<file path="config.mk">
export PLATFORM = sky130hd
export DESIGN_NAME = jpeg_zigzag_quantizer_flat
export DESIGN_NICKNAME = d
export VERILOG_FILES = /design/src/jzq_pkg.sv /design/src/jzq_if.sv /design/src/jzq_div.sv /design/src/jzq_datapath.sv /design/src/jzq_ctrl.sv /design/src/jpeg_zigzag_quantizer.sv /design/src/flat_wrapper.sv
export SDC_FILE = /design/constraint.sdc
export NUM_CORES = 2
export LEC_CHECK = 0
export BUFFER_PORTS_ARGS = -buffer_cell sky130_fd_sc_hd__buf_2
export CAP_MARGIN = 20
export CORE_MARGIN = 2
export CORE_UTILIZATION = 63
export DETAILED_ROUTE_END_ITERATION = 12
export GPL_ROUTABILITY_DRIVEN = 1
export GPL_TIMING_DRIVEN = 1
export MAX_ROUTING_LAYER = met4
export PLACE_DENSITY = 0.87
export SYNTH_ARGS = -nofsm -noshare
export SYNTH_HDL_FRONTEND = slang
export SYNTH_SLANG_ARGS = --single-unit
</file>
<file path="constraint.sdc">
create_clock -name i_clk -period 19.7 [get_ports i_clk]
set_input_delay 0.985 -clock i_clk [delete_from_list [all_inputs] [get_ports i_clk]]
set_output_delay 0.985 -clock i_clk [all_outputs]
set_load 0.005 [all_outputs]
</file>
<file path="src/jzq_pkg.sv">
`timescale 1ns / 1ps

package jzq_pkg;

    localparam int BLOCK_ENTRIES     = 64;
    localparam int IDX_W             = 6;
    localparam int COEF_W            = 16;
    localparam int QUANT_W           = 8;
    localparam int DIV_BITS_PER_STEP = 8;
    localparam int DIV_STEPS         = COEF_W / DIV_BITS_PER_STEP;
    localparam int DIV_CNT_W         = (DIV_STEPS > 1) ? $clog2(DIV_STEPS) : 1;

    localparam logic [IDX_W-1:0]     IDX_LAST     = IDX_W'(BLOCK_ENTRIES - 1);
    localparam logic [DIV_CNT_W-1:0] DIV_CNT_LAST = DIV_CNT_W'(DIV_STEPS - 1);

    localparam logic REQ_QUANT = 1'b0;
    localparam logic REQ_COEF  = 1'b1;

    // Raster position of each zigzag position.
    localparam logic [IDX_W-1:0] SCAN_ORDER [0:BLOCK_ENTRIES-1] = '{
         0,  1,  8, 16,  9,  2,  3, 10, 17, 24, 32, 25, 18, 11,  4,  5,
        12, 19, 26, 33, 40, 48, 41, 34, 27, 20, 13,  6,  7, 14, 21, 28,
        35, 42, 49, 56, 57, 50, 43, 36, 29, 22, 15, 23, 30, 37, 44, 51,
        58, 59, 52, 45, 38, 31, 39, 46, 53, 60, 61, 54, 47, 55, 62, 63
    };

    function automatic logic [IDX_W-1:0] scan_pos(input logic [IDX_W-1:0] zz);
        return SCAN_ORDER[zz];
    endfunction

    typedef enum logic [2:0] {
        S_IDLE,
        S_READ,
        S_LOAD,
        S_DIV,
        S_OUT
    } t_state;

    typedef struct packed {
        logic store_quant;
        logic store_coef;
        logic rd_issue;
        logic div_load;
        logic div_step;
        logic out_load;
    } t_dp_cmd;

    typedef struct packed {
        logic fill_last;
        logic emit_last;
        logic div_last;
        logic out_free;
    } t_dp_status;

endpackage

</file>
<file path="src/jzq_if.sv">
`timescale 1ns / 1ps

interface jzq_in_if import jzq_pkg::*; ();
    logic                       valid;
    logic                       ready;
    logic                       req_type;
    logic signed [COEF_W-1:0]   coefficient;
    logic        [IDX_W-1:0]    quant_index;
    logic        [QUANT_W-1:0]  quant_value;

    modport source (output valid, req_type, coefficient, quant_index, quant_value,
                    input ready);
    modport sink   (input valid, req_type, coefficient, quant_index, quant_value,
                    output ready);
endinterface

interface jzq_out_if import jzq_pkg::*; ();
    logic                       valid;
    logic                       ready;
    logic        [IDX_W-1:0]    zigzag_index;
    logic signed [COEF_W-1:0]   quantized_value;
    logic                       last;

    modport source (output valid, zigzag_index, quantized_value, last, input ready);
    modport sink   (input valid, zigzag_index, quantized_value, last, output ready);
endinterface

</file>
<file path="src/jzq_div.sv">
`timescale 1ns / 1ps

module jzq_div import jzq_pkg::*; (
    input  logic                      i_clk,
    input  logic                      i_rst_n,
    input  logic                      i_load,
    input  logic                      i_step,
    input  logic signed [COEF_W-1:0]  i_dividend,
    input  logic        [QUANT_W-1:0] i_divisor,
    output logic signed [COEF_W-1:0]  o_quotient,
    output logic                      o_last_step
);

    logic [COEF_W-1:0]    r_quo, n_quo;
    logic [QUANT_W-1:0]   r_rem, n_rem;
    logic [QUANT_W-1:0]   r_div;
    logic                 r_neg;
    logic [DIV_CNT_W-1:0] r_cnt;
    logic [QUANT_W:0]     trial;
    logic [COEF_W-1:0]    mag;

    assign mag = i_dividend[COEF_W-1] ? COEF_W'(-i_dividend) : COEF_W'(i_dividend);

    // Restoring division on magnitudes, several quotient bits per step.
    always_comb begin
        n_quo = r_quo;
        n_rem = r_rem;
        trial = '0;
        for (int i = 0; i < DIV_BITS_PER_STEP; i++) begin
            trial = {n_rem, n_quo[COEF_W-1]};
            n_quo = {n_quo[COEF_W-2:0], 1'b0};
            if (trial >= {1'b0, r_div}) begin
                trial    = trial - {1'b0, r_div};
                n_quo[0] = 1'b1;
            end
            n_rem = trial[QUANT_W-1:0];
        end
    end

    always_ff @(posedge i_clk) begin
        if (!i_rst_n) begin
            r_cnt <= '0;
        end else if (i_load) begin
            r_cnt <= '0;
        end else if (i_step) begin
            r_cnt <= r_cnt + 1'b1;
        end
    end

    always_ff @(posedge i_clk) begin
        if (i_load) begin
            r_quo <= mag;
            r_rem <= '0;
            r_div <= i_divisor;
            r_neg <= i_dividend[COEF_W-1];
        end else if (i_step) begin
            r_quo <= n_quo;
            r_rem <= n_rem;
        end
    end

    assign o_quotient  = r_neg ? COEF_W'(-r_quo) : r_quo;
    assign o_last_step = (r_cnt == DIV_CNT_LAST);

endmodule

</file>
<file path="src/jzq_datapath.sv">
`timescale 1ns / 1ps

module jzq_datapath import jzq_pkg::*; (
    input  logic                      i_clk,
    input  logic                      i_rst_n,
    input  t_dp_cmd                   i_cmd,
    output t_dp_status                o_status,
    input  logic signed [COEF_W-1:0]  i_coefficient,
    input  logic        [IDX_W-1:0]   i_quant_index,
    input  logic        [QUANT_W-1:0] i_quant_value,
    input  logic                      i_out_ready,
    output logic                      o_out_valid,
    output logic        [IDX_W-1:0]   o_zigzag_index,
    output logic signed [COEF_W-1:0]  o_quantized_value,
    output logic                      o_last
);

    logic signed [COEF_W-1:0]  r_coef_mem  [0:BLOCK_ENTRIES-1];
    logic        [QUANT_W-1:0] r_quant_mem [0:BLOCK_ENTRIES-1];
    logic [BLOCK_ENTRIES-1:0]  r_quant_vld;

    logic [IDX_W-1:0]          r_fill;
    logic [IDX_W-1:0]          r_emit;
    logic signed [COEF_W-1:0]  r_rd_coef;
    logic        [QUANT_W-1:0] r_rd_quant;
    logic                      r_rd_qvld;
    logic        [QUANT_W-1:0] divisor;

    logic                      r_out_valid;
    logic        [IDX_W-1:0]   r_out_idx;
    logic signed [COEF_W-1:0]  r_out_val;
    logic                      r_out_last;

    logic signed [COEF_W-1:0]  quotient;
    logic                      div_last;

    // Coefficient store: written in raster order, read in zigzag order.
    always_ff @(posedge i_clk) begin
        if (i_cmd.store_coef) begin
            r_coef_mem[r_fill] <= i_coefficient;
        end
        if (i_cmd.rd_issue) begin
            r_rd_coef <= r_coef_mem[scan_pos(r_emit)];
        end
    end

    // A loaded zero is kept as one, so the divisor is never zero.
    always_ff @(posedge i_clk) begin
        if (i_cmd.store_quant) begin
            r_quant_mem[i_quant_index] <= (i_quant_value == '0) ? QUANT_W'(1) : i_quant_value;
        end
        if (i_cmd.rd_issue) begin
            r_rd_quant <= r_quant_mem[r_emit];
        end
    end

    // Entries not loaded since reset read as one.
    always_ff @(posedge i_clk) begin
        if (!i_rst_n) begin
            r_quant_vld <= '0;
            r_rd_qvld   <= 1'b0;
        end else begin
            if (i_cmd.store_quant) begin
                r_quant_vld[i_quant_index] <= 1'b1;
            end
            if (i_cmd.rd_issue) begin
                r_rd_qvld <= r_quant_vld[r_emit];
            end
        end
    end

    assign divisor = r_rd_qvld ? r_rd_quant : QUANT_W'(1);

    always_ff @(posedge i_clk) begin
        if (!i_rst_n) begin
            r_fill <= '0;
            r_emit <= '0;
        end else begin
            if (i_cmd.store_coef) begin
                r_fill <= r_fill + 1'b1;
            end
            if (i_cmd.out_load) begin
                r_emit <= r_emit + 1'b1;
            end
        end
    end

    jzq_div u_div (
        .i_clk       (i_clk),
        .i_rst_n     (i_rst_n),
        .i_load      (i_cmd.div_load),
        .i_step      (i_cmd.div_step),
        .i_dividend  (r_rd_coef),
        .i_divisor   (divisor),
        .o_quotient  (quotient),
        .o_last_step (div_last)
    );

    // Output register: holds a finished beat until it is taken.
    always_ff @(posedge i_clk) begin
        if (!i_rst_n) begin
            r_out_valid <= 1'b0;
        end else if (i_cmd.out_load) begin
            r_out_valid <= 1'b1;
        end else if (i_out_ready) begin
            r_out_valid <= 1'b0;
        end
    end

    always_ff @(posedge i_clk) begin
        if (i_cmd.out_load) begin
            r_out_idx  <= r_emit;
            r_out_val  <= quotient;
            r_out_last <= (r_emit == IDX_LAST);
        end
    end

    assign o_status.fill_last = (r_fill == IDX_LAST);
    assign o_status.emit_last = (r_emit == IDX_LAST);
    assign o_status.div_last  = div_last;
    assign o_status.out_free  = !r_out_valid || i_out_ready;

    assign o_out_valid       = r_out_valid;
    assign o_zigzag_index    = r_out_idx;
    assign o_quantized_value = r_out_val;
    assign o_last            = r_out_last;

endmodule

</file>
<file path="src/jzq_ctrl.sv">
`timescale 1ns / 1ps

module jzq_ctrl import jzq_pkg::*; (
    input  logic       i_clk,
    input  logic       i_rst_n,
    input  logic       i_in_valid,
    input  logic       i_req_type,
    input  t_dp_status i_status,
    output logic       o_in_ready,
    output t_dp_cmd    o_cmd
);

    t_state r_state, n_state;
    logic   accept;

    always_ff @(posedge i_clk) begin
        if (!i_rst_n) begin
            r_state <= S_IDLE;
        end else begin
            r_state <= n_state;
        end
    end

    always_comb begin
        n_state    = r_state;
        o_cmd      = '0;
        o_in_ready = 1'b0;
        accept     = 1'b0;
        unique case (r_state)
            S_IDLE: begin
                o_in_ready = 1'b1;
                accept     = i_in_valid;
                if (accept && (i_req_type == REQ_QUANT)) begin
                    o_cmd.store_quant = 1'b1;
                end
                if (accept && (i_req_type == REQ_COEF)) begin
                    o_cmd.store_coef = 1'b1;
                    // The beat that completes the block starts the scan.
                    if (i_status.fill_last) begin
                        n_state = S_READ;
                    end
                end
            end
            S_READ: begin
                o_cmd.rd_issue = 1'b1;
                n_state        = S_LOAD;
            end
            S_LOAD: begin
                o_cmd.div_load = 1'b1;
                n_state        = S_DIV;
            end
            S_DIV: begin
                o_cmd.div_step = 1'b1;
                if (i_status.div_last) begin
                    n_state = S_OUT;
                end
            end
            S_OUT: begin
                if (i_status.out_free) begin
                    o_cmd.out_load = 1'b1;
                    n_state        = i_status.emit_last ? S_IDLE : S_READ;
                end
            end
            default: begin
                n_state = S_IDLE;
            end
        endcase
    end

endmodule

</file>
<file path="src/jpeg_zigzag_quantizer.sv">
`timescale 1ns / 1ps
// The 64th coefficient beat of a block starts its scan. Input: one beat per cycle while a
// block fills. The 64 results then leave one at a time (read, divider load, two 8-bit
// divider steps, output, which waits while the output register is full and not taken),
// all on the shared divider. No input is taken during the scan.
// Reset (synchronous, active low) empties the block and sets every quantizer entry to one.
module jpeg_zigzag_quantizer import jzq_pkg::*; (
    input  logic        i_clk,
    input  logic        i_rst_n,
    jzq_in_if.sink      i_in,
    jzq_out_if.source   o_out
);

    t_dp_cmd    cmd;
    t_dp_status status;
    logic       in_ready;

    jzq_ctrl u_ctrl (
        .i_clk      (i_clk),
        .i_rst_n    (i_rst_n),
        .i_in_valid (i_in.valid),
        .i_req_type (i_in.req_type),
        .i_status   (status),
        .o_in_ready (in_ready),
        .o_cmd      (cmd)
    );

    jzq_datapath u_dp (
        .i_clk             (i_clk),
        .i_rst_n           (i_rst_n),
        .i_cmd             (cmd),
        .o_status          (status),
        .i_coefficient     (i_in.coefficient),
        .i_quant_index     (i_in.quant_index),
        .i_quant_value     (i_in.quant_value),
        .i_out_ready       (o_out.ready),
        .o_out_valid       (o_out.valid),
        .o_zigzag_index    (o_out.zigzag_index),
        .o_quantized_value (o_out.quantized_value),
        .o_last            (o_out.last)
    );

    assign i_in.ready = in_ready;

endmodule
</file>
<file path="src/flat_wrapper.sv">
// flat-port wrapper written by rule: the top's interface ports become plain ports
module jpeg_zigzag_quantizer_flat import jzq_pkg::*;
  (i_clk, i_rst_n, i_in_valid, i_in_req_type, i_in_coefficient, i_in_quant_index, i_in_quant_value, i_in_ready, o_out_valid, o_out_zigzag_index, o_out_quantized_value, o_out_last, o_out_ready);
  jzq_in_if i_in_i ();
  jzq_out_if o_out_i ();
  input  logic i_clk;
  input  logic i_rst_n;
  input wire logic [$bits(i_in_i.valid)-1:0] i_in_valid;
  input wire logic [$bits(i_in_i.req_type)-1:0] i_in_req_type;
  input wire logic [$bits(i_in_i.coefficient)-1:0] i_in_coefficient;
  input wire logic [$bits(i_in_i.quant_index)-1:0] i_in_quant_index;
  input wire logic [$bits(i_in_i.quant_value)-1:0] i_in_quant_value;
  output wire logic [$bits(i_in_i.ready)-1:0] i_in_ready;
  output wire logic [$bits(o_out_i.valid)-1:0] o_out_valid;
  output wire logic [$bits(o_out_i.zigzag_index)-1:0] o_out_zigzag_index;
  output wire logic [$bits(o_out_i.quantized_value)-1:0] o_out_quantized_value;
  output wire logic [$bits(o_out_i.last)-1:0] o_out_last;
  input wire logic [$bits(o_out_i.ready)-1:0] o_out_ready;
  assign i_in_i.valid = i_in_valid;
  assign i_in_i.req_type = i_in_req_type;
  assign i_in_i.coefficient = i_in_coefficient;
  assign i_in_i.quant_index = i_in_quant_index;
  assign i_in_i.quant_value = i_in_quant_value;
  assign i_in_ready = i_in_i.ready;
  assign o_out_valid = o_out_i.valid;
  assign o_out_zigzag_index = o_out_i.zigzag_index;
  assign o_out_quantized_value = o_out_i.quantized_value;
  assign o_out_last = o_out_i.last;
  assign o_out_i.ready = o_out_ready;
  jpeg_zigzag_quantizer u_core (.i_clk(i_clk), .i_rst_n(i_rst_n), .i_in(i_in_i), .o_out(o_out_i));
endmodule
</file>
==> out/qor.csv <==
stage,metric,value,unit
critical_path,startpoint_type,flip-flop,
timing,max_slew.worst_pin.slew,1.12,ns
timing,hold_slack,0.461,ns
floorplanning,fp.dieArea,116000,µm²
clocking,ctsResizeCount,0,
global_route,antenna_found_initial,9,
floorplanning,start_util,63.5,%
placed_design,gp_congestion,0.977,
clocking,post_cts_buffers,0,
worst_hold_path,hold_path_depth,2,
worst_hold_path,hold_path_end,u_core.u_dp.u_div.r_rem[7]$_SDFFE_PP0P_,
timing,finalMaxSlewViolations,0,
finish,final_cells,6494,
pwr,ir_worst_vdd,102,µV
critical_path,slowest_delay,0.58,ns
logic_synthesis,synth_cells,4829,
global_route,grt_max_degree,195,
critical_path,r2r_start,u_core.u_dp.u_div.r_div[1]$_SDFFCE_PN0P_,
drt,wl_per_cell,27.9,µm
critical_path,path_common_cell,o21ai_0,
clocking,cts_tree,yes,
critical_path,slowest_stage,fa_1,
pwr,power_density,90.3,nW/µm²
logic_synthesis,ys_ff_latch,1698,
placed_design,place_hpwl,98.3,mm
clocking,path_clk_slew,0.06,ns
finish,syn2layout_area_growth,10.3,%
clocking,clock_sinks,1698,
placed_design,place_inst,6185,
drt,vias_per_cell,6.88,
worst_hold_path,hp-start,u_core.u_dp.u_div.r_rem[7]$_SDFFE_PP0P_,
global_route,overflow,0,
pwr,p_leak,0.0257,µW
logic_synthesis,synth-main-ff-cell,edfxtp_1,
timing,fin_tns_setup,0,ns
timing,fmax,0.0541,GHz
finish,multi_input_area,19900,µm²
critical_path,crit_fanout,15,
critical_path,worstSetupEndpointType,flip-flop,
critical_path,reg2reg_depth,84,
critical_path,timing.rr.end,u_core.u_dp.u_div.r_rem[0]$_SDFFE_PP0P_,
critical_path,cp_num_buf_inv,6,
floorplanning,fp.dieH,341,µm
clocking,clk_latency,0.78,ns
critical_path,path_depth,84,
timing,relSlewSlack,24.8,%
placed_design,placed_area,73300,µm²
timing,min_period,18.49,ns
drt,drtIter0Drc,7294,
worst_hold_path,hp-class,flip-flop to flip-flop,
floorplanning,ios,60,
global_route,grt.total_usage,32.0,%
drt,drcViolationCount,0,
logic_synthesis,synth_edf_count,1608,
logic_synthesis,synthDistinctLibCells,79,
clocking,clk_path_buf_depth,3,
timing,fin_crit_sh,93.8,%
run_status,status,completed,
finish,post-route-util,70.0,%
critical_path,crit_family,compound AO/OA/AOI/OAI gates,
logic_synthesis,synthArstFlopShare,0,%
timing,final.setup_skew,0.0360,ns
finish,layout_common_cells,"edfxtp_1, nand2_1, a211oi_1",
floorplanning,dieWidth,341,µm
timing,setup_viol,0,
finish,mostFrequentLayoutCell,edfxtp_1,
global_route,first_global_vias,43300,
timing,rsz0062_at_grt,false,
job,cap_violations,0,
critical_path,worstPathArrival,19.17,ns
critical_path,path_class,flip-flop to flip-flop,
clocking,ctsHtreeMaxLevel,4,
floorplanning,coreArea,112000,µm²
finish,fill_cells,6372,
finish,seq_area,50100,µm²
finish,fin_nets,4983,
placed_design,port-buffer-count,59,
clocking,cts_hold_buf,0,
logic_synthesis,ys_warn_count,0,
logic_synthesis,ys_seq_area_share,70.2,%
global_route,grt_first_pass_wirelength,269,mm
drt,postRouteAntennaNets,0,
drt,routed_wirelength,181,mm
logic_synthesis,synth_fp_nets,4956,
logic_synthesis,synth.cell_area,71400,µm²
logic_synthesis,avgSynthCellArea,14.8,µm²
drt,firstDrtPassIters,8,
drt,via_count,44700,
clocking,cts_root_buf,clkbuf_16,
critical_path,required,20.39,ns
finish,drive_gt1_share,13.1,%
timing,hold_violations,0,
finish,final_area,78700,µm²
clocking,numCtsBuffers,160,
critical_path,regToRegSetupSlack,1.21,ns
floorplanning,rows,123,
## final cells by class
class	instances	share of cell area [%]
Clock inverter	82	1.08
Timing Repair Buffer	193	1.87
Tap cell	1500	2.39
Inverter	50	0.243
Antenna cell	9	0.0286
Multi-Input combinational cell	2753	25.3
Clock buffer	209	5.48
Sequential cell	1698	63.7
## where the power goes
part | switching, µW | internal [µW] | total (µW)
Combinational | 79.9 | 15.3 | 95.2
Sequential | 1.99 | 3950 | 3950
Clock | 1340 | 1720 | 3060
## stage by stage
stage / setup WS, ns / total power [µW]
4_1_cts: 1.24 / 7100
5_1_grt: 0.0677 / 7240
3_5_place_dp: 1.42 / 4110
6_report: 1.21 / 7110
3_3_place_gp: 1.69 / 4110
2_1_floorplan: 2.89 / 4050
## tightest hold or removal path, stage by stage, from the launching register on
cell,delay (ns)
dfxtp_1,0.32
nand2_1,0.05
o21ai_1,0.05
## cells by family (layout without fill, tap and decap cells)
kind of cell | count (synthesis) | count (layout) | share of synthesized area (%)
fa+ha+maj | 92 | 92 | 1.70
mux | 253 | 253 | 6.47
compound gates | 1076 | 1076 | 10.6
other cells | 0 | 9 | 0
buf+inv | 378 | 534 | 2.06
flops | 1698 | 1698 | 70.2
simple gates | 1260 | 1260 | 8.13
xor+xnor | 72 | 72 | 0.884
## cells in the mapped netlist, types with 10 or more instances
master / n / area share [%]
nand2b_1: 24 / 0.21
ha_1: 84 / 1.5
xor2_1: 26 / 0.32
o21ai_0: 69 / 0.48
nor2b_1: 26 / 0.23
nand4_1: 15 / 0.13
mux2i_1: 59 / 0.83
nand3_1: 25 / 0.18
nor2_1: 197 / 1.0
a21o_1: 19 / 0.20
o21a_1: 73 / 0.77
a211o_1: 18 / 0.22
a211oi_1: 359 / 3.8
o31ai_1: 12 / 0.13
dfxtp_1: 90 / 2.5
xnor2_1: 46 / 0.56
o22ai_1: 12 / 0.11
edfxtp_1: 1608 / 68
inv_1: 49 / 0.26
nand2_1: 641 / 3.4
mux2_2: 30 / 0.47
clkbuf_1: 265 / 1.4
nor3_1: 15 / 0.11
buf_1: 51 / 0.27
a311oi_1: 127 / 1.6
mux4_2: 163 / 5.1
a31oi_1: 153 / 1.3
nand3b_1: 10 / 0.11
and2_1: 271 / 2.4
o21ai_1: 11 / 0.077
a21oi_1: 162 / 1.1
## sequential cells by signal, indices dropped and copies added, names as in the netlist, 6 cells and up
register and count:
u_core.u_dp.r_coef_mem 1024, u_core.u_dp.r_quant_mem 512, u_core.u_dp.r_quant_vld 64, u_core.u_dp.o_quantized_value 16, u_core.u_dp.r_rd_coef 16, u_core.u_dp.u_div.r_quo 16, u_core.u_dp.r_rd_quant 8, u_core.u_dp.u_div.r_div 8
u_core.u_dp.u_div.r_rem 8, u_core.u_dp.o_zigzag_index 6, u_core.u_dp.r_emit 6, u_core.u_dp.r_fill 6
## worst max path at each step
stage / from / end / slack, ns
after floorplan: u_core.u_dp.u_div.r_div[1]$_SDFFCE_PN0P_ / u_core.u_dp.u_div.r_rem[0]$_SDFFE_PP0P_ / 2.89
after global placement: u_core.u_dp.u_div.r_div[1]$_SDFFCE_PN0P_ / u_core.u_dp.u_div.r_rem[0]$_SDFFE_PP0P_ / 1.69
after detailed placement: u_core.u_dp.u_div.r_div[1]$_SDFFCE_PN0P_ / u_core.u_dp.u_div.r_rem[0]$_SDFFE_PP0P_ / 1.42
after CTS: u_core.u_dp.u_div.r_div[1]$_SDFFCE_PN0P_ / u_core.u_dp.u_div.r_rem[0]$_SDFFE_PP0P_ / 1.24
after global routing: u_core.u_dp.u_div.r_div[1]$_SDFFCE_PN0P_ / u_core.u_dp.u_div.r_rem[0]$_SDFFE_PP0P_ / 0.07
final: u_core.u_dp.u_div.r_div[1]$_SDFFCE_PN0P_ / u_core.u_dp.u_div.r_rem[0]$_SDFFE_PP0P_ / 1.21
## routing by layer
layer | part of all wire, % | wire, µm | vias to the layer above | global-route usage, %
met2 | 48 | 87700 | 3592 | 50.2
met4 | 4.3 | 7860 | 0 | 12.4
met1 | 35 | 62800 | 21800 | 41.5
met5 | 0 | 0 | - | -
li1 | - | - | 18700 | -
met3 | 13 | 22700 | 576 | 6.65
Note: power is estimated with default switching activity, not from simulation.
